[src/rtl/core/lkvt_pkg.sv]
// shared types and constants for the linear key-value table
package lkvt_pkg;

   localparam int CAPACITY_ENTRIES = 32;
   localparam int KEY_BITS         = 16;
   localparam int VALUE_BITS       = 32;
   localparam int IDX_BITS         = $clog2(CAPACITY_ENTRIES);
   localparam int CNT_BITS         = $clog2(CAPACITY_ENTRIES + 1);
   localparam int ENTRY_BITS       = KEY_BITS + VALUE_BITS;

   typedef enum logic [1:0] {
      OP_LOOKUP = 2'd0,
      OP_INSERT = 2'd1,
      OP_DELETE = 2'd2
   } op_type;

   typedef enum logic [1:0] {
      STATUS_DONE      = 2'd0,
      STATUS_DUPLICATE = 2'd1,
      STATUS_FULL      = 2'd2,
      STATUS_ABSENT    = 2'd3
   } status_type;

   typedef enum logic [1:0] {
      ST_IDLE,
      ST_SEARCH,
      ST_SHIFT
   } state_type;

   typedef struct packed {
      logic [1:0]  operation;
      logic [15:0] key;
      logic [31:0] value;
   } req_type;

   typedef struct packed {
      logic        found;
      logic [31:0] read_value;
      logic [1:0]  status;
      logic [5:0]  entry_total;
      logic        is_full;
   } rsp_type;

   typedef struct packed {
      logic [KEY_BITS-1:0]   key;
      logic [VALUE_BITS-1:0] value;
   } entry_type;

endpackage

[src/rtl/core/linear_key_value_table_unit.sv]
// linear key-value table: packed entry ram searched and compacted one entry per cycle
// the search stops at a hit, or after the last entry on a miss (after the first compare when
// empty); a delete hit before the last entry strobes only after the later entries shift down
// the search and the compaction both go through the one read port of the entry ram
// busy drops in the strobe cycle, so a new item is taken only once the last one is through
// synchronous reset empties the table by clearing the count; ram contents are left as they are
module linear_key_value_table_unit (
   input  logic             clock,
   input  logic             reset,
   input  logic             start,
   output logic             busy,
   input  lkvt_pkg::req_type req_payload,
   output logic             rsp_strobe,
   output lkvt_pkg::rsp_type rsp_payload
);

   // control and count
   lkvt_pkg::state_type              state_ff, state_in;
   logic [lkvt_pkg::CNT_BITS-1:0]    count_ff, count_in;
   // index of the entry whose read data arrives this cycle
   logic [lkvt_pkg::IDX_BITS-1:0]    rd_idx_ff, rd_idx_in;
   // latched item and result
   lkvt_pkg::req_type                req_ff, req_in;
   lkvt_pkg::rsp_type                rsp_ff, rsp_in;
   logic                             strobe_ff, strobe_in;

   // entry ram ports
   logic                             ram_wr_en;
   logic [lkvt_pkg::IDX_BITS-1:0]    ram_wr_addr;
   lkvt_pkg::entry_type              ram_wr_data;
   logic [lkvt_pkg::IDX_BITS-1:0]    ram_rd_addr;
   lkvt_pkg::entry_type              ram_rd_data;

   // search helpers
   logic [lkvt_pkg::CNT_BITS-1:0]    idx_next_cnt;
   logic                             key_hit;
   logic                             last_entry;

   lkvt_ram #(
      .WIDTH (lkvt_pkg::ENTRY_BITS),
      .DEPTH (lkvt_pkg::CAPACITY_ENTRIES)
   ) u_entry_ram (
      .clock   (clock),
      .wr_en   (ram_wr_en),
      .wr_addr (ram_wr_addr),
      .wr_data (ram_wr_data),
      .rd_addr (ram_rd_addr),
      .rd_data (ram_rd_data)
   );

   // one past the entry under compare, at count width
   assign idx_next_cnt = lkvt_pkg::CNT_BITS'(rd_idx_ff) + lkvt_pkg::CNT_BITS'(1);
   // an empty table never hits, whatever the ram returns
   assign key_hit    = (count_ff != '0) &&
                       (ram_rd_data.key == req_ff.key[lkvt_pkg::KEY_BITS-1:0]);
   assign last_entry = (count_ff == '0) || (idx_next_cnt == count_ff);

   always_ff @(posedge clock) begin
      if (reset) begin
         state_ff  <= lkvt_pkg::ST_IDLE;
         count_ff  <= '0;
         strobe_ff <= 1'b0;
      end else begin
         state_ff  <= state_in;
         count_ff  <= count_in;
         strobe_ff <= strobe_in;
      end
   end

   always_ff @(posedge clock) begin
      rd_idx_ff <= rd_idx_in;
      req_ff    <= req_in;
      rsp_ff    <= rsp_in;
   end

   always_comb begin
      state_in    = state_ff;
      count_in    = count_ff;
      rd_idx_in   = rd_idx_ff;
      req_in      = req_ff;
      rsp_in      = rsp_ff;
      strobe_in   = 1'b0;
      ram_wr_en   = 1'b0;
      ram_wr_addr = rd_idx_ff - lkvt_pkg::IDX_BITS'(1);
      ram_wr_data = ram_rd_data;
      // prefetch the following entry; wraps harmlessly past the last one
      ram_rd_addr = rd_idx_ff + lkvt_pkg::IDX_BITS'(1);

      unique case (state_ff)
         lkvt_pkg::ST_IDLE: begin
            ram_rd_addr = '0;
            if (start) begin
               req_in    = req_payload;
               rd_idx_in = '0;
               state_in  = lkvt_pkg::ST_SEARCH;
            end
         end

         lkvt_pkg::ST_SEARCH: begin
            rd_idx_in = ram_rd_addr;
            if (key_hit || last_entry) begin
               // default result for this item, refined below
               rsp_in.found      = key_hit;
               rsp_in.read_value = '0;
               rsp_in.status     = lkvt_pkg::STATUS_DONE;
               strobe_in         = 1'b1;
               state_in          = lkvt_pkg::ST_IDLE;
               if (key_hit) begin
                  unique case (req_ff.operation)
                     lkvt_pkg::OP_LOOKUP: begin
                        rsp_in.read_value = 32'(ram_rd_data.value);
                     end
                     lkvt_pkg::OP_INSERT: begin
                        rsp_in.status = lkvt_pkg::STATUS_DUPLICATE;
                     end
                     lkvt_pkg::OP_DELETE: begin
                        if (last_entry) begin
                           count_in = count_ff - lkvt_pkg::CNT_BITS'(1);
                        end else begin
                           // compact: later entries move down one place
                           strobe_in = 1'b0;
                           state_in  = lkvt_pkg::ST_SHIFT;
                        end
                     end
                     default: begin
                     end
                  endcase
               end else begin
                  unique case (req_ff.operation)
                     lkvt_pkg::OP_LOOKUP: begin
                        rsp_in.status = lkvt_pkg::STATUS_ABSENT;
                     end
                     lkvt_pkg::OP_INSERT: begin
                        if (count_ff == lkvt_pkg::CNT_BITS'(lkvt_pkg::CAPACITY_ENTRIES)) begin
                           rsp_in.status = lkvt_pkg::STATUS_FULL;
                        end else begin
                           // append after the last entry
                           ram_wr_en         = 1'b1;
                           ram_wr_addr       = count_ff[lkvt_pkg::IDX_BITS-1:0];
                           ram_wr_data.key   = req_ff.key[lkvt_pkg::KEY_BITS-1:0];
                           ram_wr_data.value = req_ff.value[lkvt_pkg::VALUE_BITS-1:0];
                           count_in          = count_ff + lkvt_pkg::CNT_BITS'(1);
                        end
                     end
                     lkvt_pkg::OP_DELETE: begin
                        rsp_in.status = lkvt_pkg::STATUS_ABSENT;
                     end
                     default: begin
                     end
                  endcase
               end
            end
         end

         lkvt_pkg::ST_SHIFT: begin
            // entry arriving now moves down one place
            ram_wr_en = 1'b1;
            rd_idx_in = ram_rd_addr;
            if (last_entry) begin
               count_in  = count_ff - lkvt_pkg::CNT_BITS'(1);
               strobe_in = 1'b1;
               state_in  = lkvt_pkg::ST_IDLE;
            end
         end

         default: begin
            state_in = lkvt_pkg::ST_IDLE;
         end
      endcase

      rsp_in.entry_total = 6'(count_in);
      rsp_in.is_full     = (count_in == lkvt_pkg::CNT_BITS'(lkvt_pkg::CAPACITY_ENTRIES));
   end

   assign busy        = (state_ff != lkvt_pkg::ST_IDLE);
   assign rsp_strobe  = strobe_ff;
   assign rsp_payload = rsp_ff;

endmodule

[src/rtl/core/lkvt_ram.sv]
// generic simple dual-port ram with registered read
module lkvt_ram #(
   parameter int WIDTH = 8,
   parameter int DEPTH = 16
) (
   input  logic                     clock,
   input  logic                     wr_en,
   input  logic [$clog2(DEPTH)-1:0] wr_addr,
   input  logic [WIDTH-1:0]         wr_data,
   input  logic [$clog2(DEPTH)-1:0] rd_addr,
   output logic [WIDTH-1:0]         rd_data
);

   logic [WIDTH-1:0] mem [DEPTH];
   logic [WIDTH-1:0] rd_data_ff;

   always_ff @(posedge clock) begin
      if (wr_en) begin
         mem[wr_addr] <= wr_data;
      end
      rd_data_ff <= mem[rd_addr];
   end

   assign rd_data = rd_data_ff;

endmodule
[config.mk]
export PLATFORM = sky130hd
export DESIGN_NAME = linear_key_value_table_unit
export DESIGN_NICKNAME = d
export VERILOG_FILES = /design/src/rtl/core/lkvt_pkg.sv /design/src/rtl/core/linear_key_value_table_unit.sv /design/src/rtl/core/lkvt_ram.sv
export SDC_FILE = /design/constraint.sdc
export NUM_CORES = 2
export LEC_CHECK = 0
export ABC_AREA = 1
export BUFFER_PORTS_ARGS = -buffer_cell sky130_fd_sc_hd__buf_2
export CAP_MARGIN = 20
export CORE_ASPECT_RATIO = 0.5
export CORE_MARGIN = 2
export CORE_UTILIZATION = 37
export CTS_CLUSTER_DIAMETER = 120
export DETAILED_ROUTE_END_ITERATION = 12
export PLACE_DENSITY = 0.53
export SYNTH_ARGS = -nofsm -noshare
export SYNTH_HDL_FRONTEND = slang
export SYNTH_HIERARCHICAL = 1
export SYNTH_SLANG_ARGS = --single-unit
[constraint.sdc]
create_clock -name clock -period 14.1 [get_ports clock]
set_clock_uncertainty 0.1 [all_clocks]
set_input_delay 0.705 -clock clock [delete_from_list [all_inputs] [get_ports clock]]
set_output_delay 0.705 -clock clock [all_outputs]
set_load 0.05 [all_outputs]
# Yosys cells after proc, flatten, opt, wreduce, memory -nomap -nowiden
# Memories as Yosys holds them, arrays and structs flattened. A register that Yosys moved wholly into a read port is not among the register bits.
# Index checks and enable logic that the tools add are counted.
op_classes:
  n_addsub: 5
  n_eq_ne: 11
  mux: 43
  n_reduce_logical: 16
op_table:
  columns: ["operator", "n"]
  rows:
  - ["48-bit two-way mux", 5]
  - ["6-bit two-way mux", 6]
  - ["5-bit two-way mux", 7]
  - ["16-bit equality test", 1]
  - ["2-bit two-way mux", 8]
  - ["6-bit equality test, second input constant", 2]
  - ["6-bit case mux with 2 select lines", 1]
  - ["1-bit two-way mux", 11]
  - ["5-bit case mux with 2 select lines", 1]
  - ["2-bit AND reduction", 4]
  - ["5-bit by 1-bit adder with 6-bit output, second input constant", 1]
  - ["6-bit by 1-bit adder with 6-bit output, second input constant", 1]
  - ["6-bit equality test", 1]
  - ["6-bit zero test", 1]
  - ["2-bit != test, second input constant", 3]
  - ["2-bit case mux with 3 select lines", 1]
  - ["6-bit nonzero test", 1]
  - ["6-bit by 1-bit subtractor with 6-bit output, second input constant", 1]
  - ["5-bit by 1-bit adder with 5-bit output, second input constant", 1]
  - ["5-bit by 1-bit subtractor with 5-bit output, second input constant", 1]
  - ["2-bit by 1-bit equality test with 1-bit output, second input constant", 2]
  - ["2-bit equality test, second input constant", 2]
  - ["2-bit zero test", 2]
  - ["1-bit case mux with 2 select lines", 2]
  - ["other kinds (6)", 9]
word_totals:
  output_inout_bits: 44
  inputBits: 53
  memories: 1
  mem_bits_rw: 1536
  ff_bits: 106
  wordCells: 88
memory_table:
  columns: ["memory", "words", "word_bits", "rd", "rd_ports_with_merged_regs", "wr", "line_no", "rtl"]
  rows:
  - ["u_entry_ram.mem", 32, 48, 1, 1, 1, "lkvt_ram.sv:14", "logic [WIDTH-1:0] mem [DEPTH];"]

# Longest topological paths before layout
logic_depth:
  depth_word: 9
  mapped_depth: 18

# By module
# The synthesis kept the hierarchy.
by_module_without_submodules:
  columns: ["mod", "area_each_um2", "cells_each", "instances", "seq_area_each_um2"]
  rows:
  - ["lkvt_ram", 62969.1, 5279, 1, 47085.2]
  - ["linear_key_value_table_unit", 5496.5, 609, 1, 3022.9]

# Worst setup path after synthesis
# No wires, ideal clock.
synth_path:
  path_type: "register to register"
  startpoint: "register rd_idx_ff[0] (netlist name)"
  endpoint: "memory u_entry_ram/mem[31][0] (netlist name) (enable)"
  arrival_ns: 4.445
  period_less_slack_ns: 4.998
  path_stages_with_launch: 17
  slack_ns: 9.102
  n_path_buf: 2
  path_cell_list: "edfxtp_1 > buf_6 > inv_2 > ha_1 > inv_1 > nand2_1 > nand3_1 > nor2_2 > nand3_1 > o21bai_2 > nand3_2 > nor2_4 > inv_2 > buf_2 > a21oi_1 > nand3_1 > nor2_1"
synth_between:
  elab_chain_len: 8
  elab_cells_between_ends: 14
  classes_between: "add/sub (2); eq/ne (1); mux (9); reduce/logical (2)"
synth_lines:
  columns: ["element", "line_no", "rtl"]
  rows:
  - ["start, declared", "linear_key_value_table_unit.sv:21", "logic [lkvt_pkg::IDX_BITS-1:0] rd_idx_ff, rd_idx_in;"]
  - ["start signal, assigned", "linear_key_value_table_unit.sv:71", "rd_idx_ff <= rd_idx_in;"]
  - ["5-bit by 1-bit adder with 6-bit output", "linear_key_value_table_unit.sv:52", "assign idx_next_cnt = lkvt_pkg::CNT_BITS'(rd_idx_ff) + lkvt_pkg::CNT_BITS'(1);"]
  - ["named net idx_next_cnt, one bit", "linear_key_value_table_unit.sv:35", "logic [lkvt_pkg::CNT_BITS-1:0] idx_next_cnt;"]
  - ["6-bit equality test", "linear_key_value_table_unit.sv:56", "assign last_entry = (count_ff == '0) || (idx_next_cnt == count_ff);"]
  - ["1-bit logical OR", "linear_key_value_table_unit.sv:56", null]
  - ["1-bit logical OR", "linear_key_value_table_unit.sv:101", "if (key_hit || last_entry) begin"]
  - ["1-bit two-way mux", "linear_key_value_table_unit.sv:101", null]
  - ["1-bit case mux with 2 select lines", "linear_key_value_table_unit.sv:89", "unique case (state_ff)"]
  - ["named net ram_wr_en", "linear_key_value_table_unit.sv:28", "logic ram_wr_en;"]
  - ["1-bit two-way mux", "lkvt_ram.sv:18", "if (wr_en) begin"]
  - ["1-bit two-way mux (implied by the code)", "lkvt_ram.sv:19", "mem[wr_addr] <= wr_data;"]
  - ["end, declared", "lkvt_ram.sv:14", null]
# The timed path passes the listed nets, and every way through them passes these cells.

# Worst setup path after layout
layout_path:
  startpoint: "register rd_idx_ff[0] (netlist name)"
  endpoint: "memory u_entry_ram/mem[2][45] (netlist name) (enable)"
layout_between:
  elab_cells_between_ends: 14
  classes_between: "add/sub (2); eq/ne (1); mux (9); reduce/logical (2)"
layout_lines:
  columns: ["element", "line_no", "rtl"]
  rows:
  - ["5-bit by 1-bit adder with 6-bit output", "linear_key_value_table_unit.sv:52", null]
  - ["named net idx_next_cnt, one bit", "linear_key_value_table_unit.sv:35", null]
  - ["6-bit equality test", "linear_key_value_table_unit.sv:56", null]
  - ["1-bit logical OR", "linear_key_value_table_unit.sv:56", null]
  - ["1-bit logical OR", "linear_key_value_table_unit.sv:101", null]
  - ["5-bit two-way mux", "linear_key_value_table_unit.sv:101", null]
  - ["5-bit two-way mux", "linear_key_value_table_unit.sv:89", null]
  - ["named net ram_wr_addr, one bit", "linear_key_value_table_unit.sv:29", "logic [lkvt_pkg::IDX_BITS-1:0] ram_wr_addr;"]
# The timed path passes the listed nets, and every way through them passes these cells.

==> summary.md <==
| Metric | Value |
|---|---|
| Share of final-layout standard cells stronger than drive strength 1 | 0.0893 |
| Worst-Skew Late Latency | 0.82 ns |
| Die boundary width | 612 microns |
| Tcrit/Tclk final | 0.489 |
| Placed Cells | 8218 |
| Top cells by area in the synthesized netlist | sky130_fd_sc_hd__edfxtp_1, sky130_fd_sc_hd__nand2_1, sky130_fd_sc_hd__nand3_1 |
| Number of setup buffers added after CTS | 0 |
| Total routing usage reported by global routing | 0.222 |
| EDFF count, synth | 1626 |
| Sort of element at the end of the critical path | flop |
| TritonCTS clock tree | done |
| Area inside the core boundary | 183000 sq um |
| Routed Antenna Nets | 0 |
| Sum of net half-perimeters after detailed placement | 118 mm |
| Count leader, synth | sky130_fd_sc_hd__nand2_1 |
| Average via count per standard cell | 5.31 |
| Cell type with the highest aggregate area in the netlist | sky130_fd_sc_hd__edfxtp_1 |
| Overall die height | 308 microns |
| Placer's final routability congestion estimate | 0.833 |
| Startpoint type of the worst setup path | flop |
| Total net switching power | 7820 uW |
| Number of max-cap violations | 0 |
| Post-detailed-routing wire length | 213 mm |
| Remaining DRCs | 0 |
| Warnings from Yosys | 6 |
| Worst max-slew margin expressed relative to the limit | 0.223 |
| Power density normalized to cell area | 239 nW/um^2 |
| Top post-synthesis cells by count | sky130_fd_sc_hd__nand2_1, sky130_fd_sc_hd__edfxtp_1, sky130_fd_sc_hd__nand3_1 |
| Number of I/O pins | 97 |
| Netlist area before placement | 68500 sq um |
| Global-route wire length before repair | 306 mm |
| Part of the power in registers | 0.360 |
| Tmin final | 6.89 ns |
| Share of async-settable or async-resettable flops after synthesis | 0 |
| Total congestion overflow after global routing | 0 |
| Achievable clock frequency | 145 MHz |
| Share of the yosys chip area belonging to registers | 0.732 |
| Outcome | finished clean |
| Number of buffers created by CTS | 167 |
| Max IR drop VDD | 0.175 mV |
| Row count | 111 |
| Number of levels in the clock H-tree | 4 |
| Fraction of synthesized cell area taken by the top area cell type | 0.713 |
| Clock network fraction of total power | 0.238 |
| Initial cell density of the core | 0.373 |
| Final count of pins violating max slew | 0 |
| Post-synth top flop | sky130_fd_sc_hd__edfxtp_1 |
| Master cell of the clock root buffer | sky130_fd_sc_hd__clkbuf_16 |
| Maximum number of pins on one net before global-route repair | 205 |
| Total Die Area | 189000 sq um |
| Cells after Synth | 5888 |
| Post-synthesis cell type count | 37 |
| Endpoints failing hold | 0 |
| Number of global-route vias before repair | 43000 |
| Area growth syn-to-layout | 12.9% |
| PortBufs | 96 |
| Antenna violations before repair | 8 |
| Total Neg Setup Slack | 0 ns |
| Maximum fanout count along the critical path | 46 |
| Combinational cell fraction of total power | 0.402 |
| Pre-antenna DRT Iters | 5 |
| Net count reported at finish | 6014 |
| Number of sinks driven by the clock tree | 1690 |
| Lkg Pwr | 0.0280 uW |
| Detailed Route Iter0 Violations | 5214 |
| Vias after detailed routing | 45500 |
| Number of flip-flops and latches in the synthesized netlist | 1690 |
| Internal Power | 10600 uW |
| Count of placed standard cells in the final layout, fillers left out | 8564 |
| Post-CTS clock slew at the launch and capture registers of the worst setup and hold paths | 0.06 ns |
| Post-synthesis net count | 5949 |
| Data required time of the worst path | 14.46 ns |
| Proportion of total power due to net switching | 0.424 |
| Start-to-end type of the worst setup path | flop to flop |
| Final-report setup violation count | 0 |
| Min-delay worst type | input port to flop |
| Critical path arrival | 7.25 ns |
| Longest Clk Path Bufs | 4 |
| Measured slew at the worst slew-check pin | 1.16 ns |
| Routed length per placed instance | 24.9 microns |
| Average cell area after synthesis | 11.6 sq um |
| RSZ-0062 raised after global routing | false |
## worst paths after layout
kind,start,endpoint,slack [ns],cells past startpoint
max,rd_idx_ff[0]$_SDFFCE_PP0P_,u_entry_ram/mem[2][45]$_DFFE_PP_,7.21,17
min,req_payload[32],req_ff[32]$_DFFE_PP_,0.12,1
min reg2reg,state_ff[0]$_SDFFE_PP0P_,state_ff[0]$_SDFFE_PP0P_,0.43,2
max reg2reg,rd_idx_ff[0]$_SDFFCE_PP0P_,u_entry_ram/mem[2][45]$_DFFE_PP_,7.21,17
## metrics by stage
step | power [uW] | hold WS, ns | instance area [sq um] | setup WS [ns] | util
after floorplan | 11100 | 0.367 | 68500 | 9.10 | -
after global placement | 14100 | 0.375 | 71500 | 7.26 | 0.390
after detailed placement | 14100 | 0.422 | 71500 | 7.11 | 0.390
after CTS | 18500 | 0.0896 | 77200 | 7.10 | 0.421
after global routing | 19300 | 0.0796 | 77300 | 6.75 | 0.421
final | 18400 | 0.121 | 77300 | 7.21 | 0.421
## cell type report
cell class | count | area [sq um]
fillers | 17000 | 106000
clock buffers | 229 | 4600
diodes | 6 | 15.0
repair buffers | 249 | 1870
inverters | 84 | 354
multi-input cells | 3761 | 16600
clock inverters | 59 | 616
flip-flops and latches | 1690 | 50100
well taps | 2486 | 3110
## what timing repair did
item / CTS / global route
hold buffers: 48 / 0
resized for setup: 0 / 0
hold endpoints to repair: 48 / 0
## flip-flops by register name (all words and copies together), names as in the netlist
register             cells
count_ff                 6
rd_idx_ff                5
req_ff                  50
rsp_payload             42
rsp_strobe               1
state_ff                 2
u_entry_ram/mem       1536
u_entry_ram/rd_data     48
## routing by layer
layer / part of all wire / vias up / GRT usage / routed length (microns)
li1: - / 20500 / - / -
met1: 0.44 / 22900 / 0.318 / 93400
met2: 0.46 / 1814 / 0.353 / 97900
met3: 0.077 / 277 / 0.0370 / 16500
met4: 0.024 / 4 / 0.0564 / 5170
met5: 0.00012 / - / 0 / 25
## power by group through the flow
stage / sequential, uW / clock (uW) / combinational [uW]
2_1_floorplan: 6810 / 0 / 4260
3_3_place_gp: 6740 / 0 / 7310
3_5_place_dp: 6750 / 0 / 7360
4_1_cts: 6640 / 4450 / 7390
5_1_grt: 6650 / 4640 / 8010
6_report: 6640 / 4390 / 7420
## cells by family after synthesis
family          after synthesis  share of synthesized area
compound gates               59                    0.00472
buf+inv                     437                     0.0334
simple gates               3666                      0.225
flops                      1690                      0.732
fa+ha+maj                     8                    0.00146
xor+xnor                     28                    0.00358
## layout by cell type (no fill, tap or decap), drive strengths merged, types with 7 or more instances in the layout
cell type	netlist	routed
nand2	2328	2328
clkinv	2	47
xnor2	10	10
nand4	7	7
nor2	120	120
a21oi	11	11
ha	8	8
nand3	1205	1205
bufinv	0	12
inv	82	83
dfxtp	64	64
buf	272	201
xor2	18	18
dlygate4sd3	0	48
clkbuf	81	229
o21ai	40	40
edfxtp	1626	1626
## worst max-delay path, stage by stage (launching register included)
cell and delay (ns):
sky130_fd_sc_hd__edfxtp_1 0.65, sky130_fd_sc_hd__inv_2 0.11, sky130_fd_sc_hd__ha_1 0.37, sky130_fd_sc_hd__inv_1 0.10, sky130_fd_sc_hd__nand2_1 0.09, sky130_fd_sc_hd__nand3_1 0.10, sky130_fd_sc_hd__nor2_2 0.13, sky130_fd_sc_hd__nand3_1 0.11
sky130_fd_sc_hd__o21bai_2 0.52, sky130_fd_sc_hd__nand3_2 0.23, sky130_fd_sc_hd__nor2_4 0.16, sky130_fd_sc_hd__buf_4 0.59, sky130_fd_sc_hd__buf_4 0.76, sky130_fd_sc_hd__o22ai_1 0.44, sky130_fd_sc_hd__inv_1 0.24, sky130_fd_sc_hd__nand3_1 0.34
sky130_fd_sc_hd__nor2_4 0.90, sky130_fd_sc_hd__buf_4 0.53
Note: power is estimated with default switching activity, not from simulation.
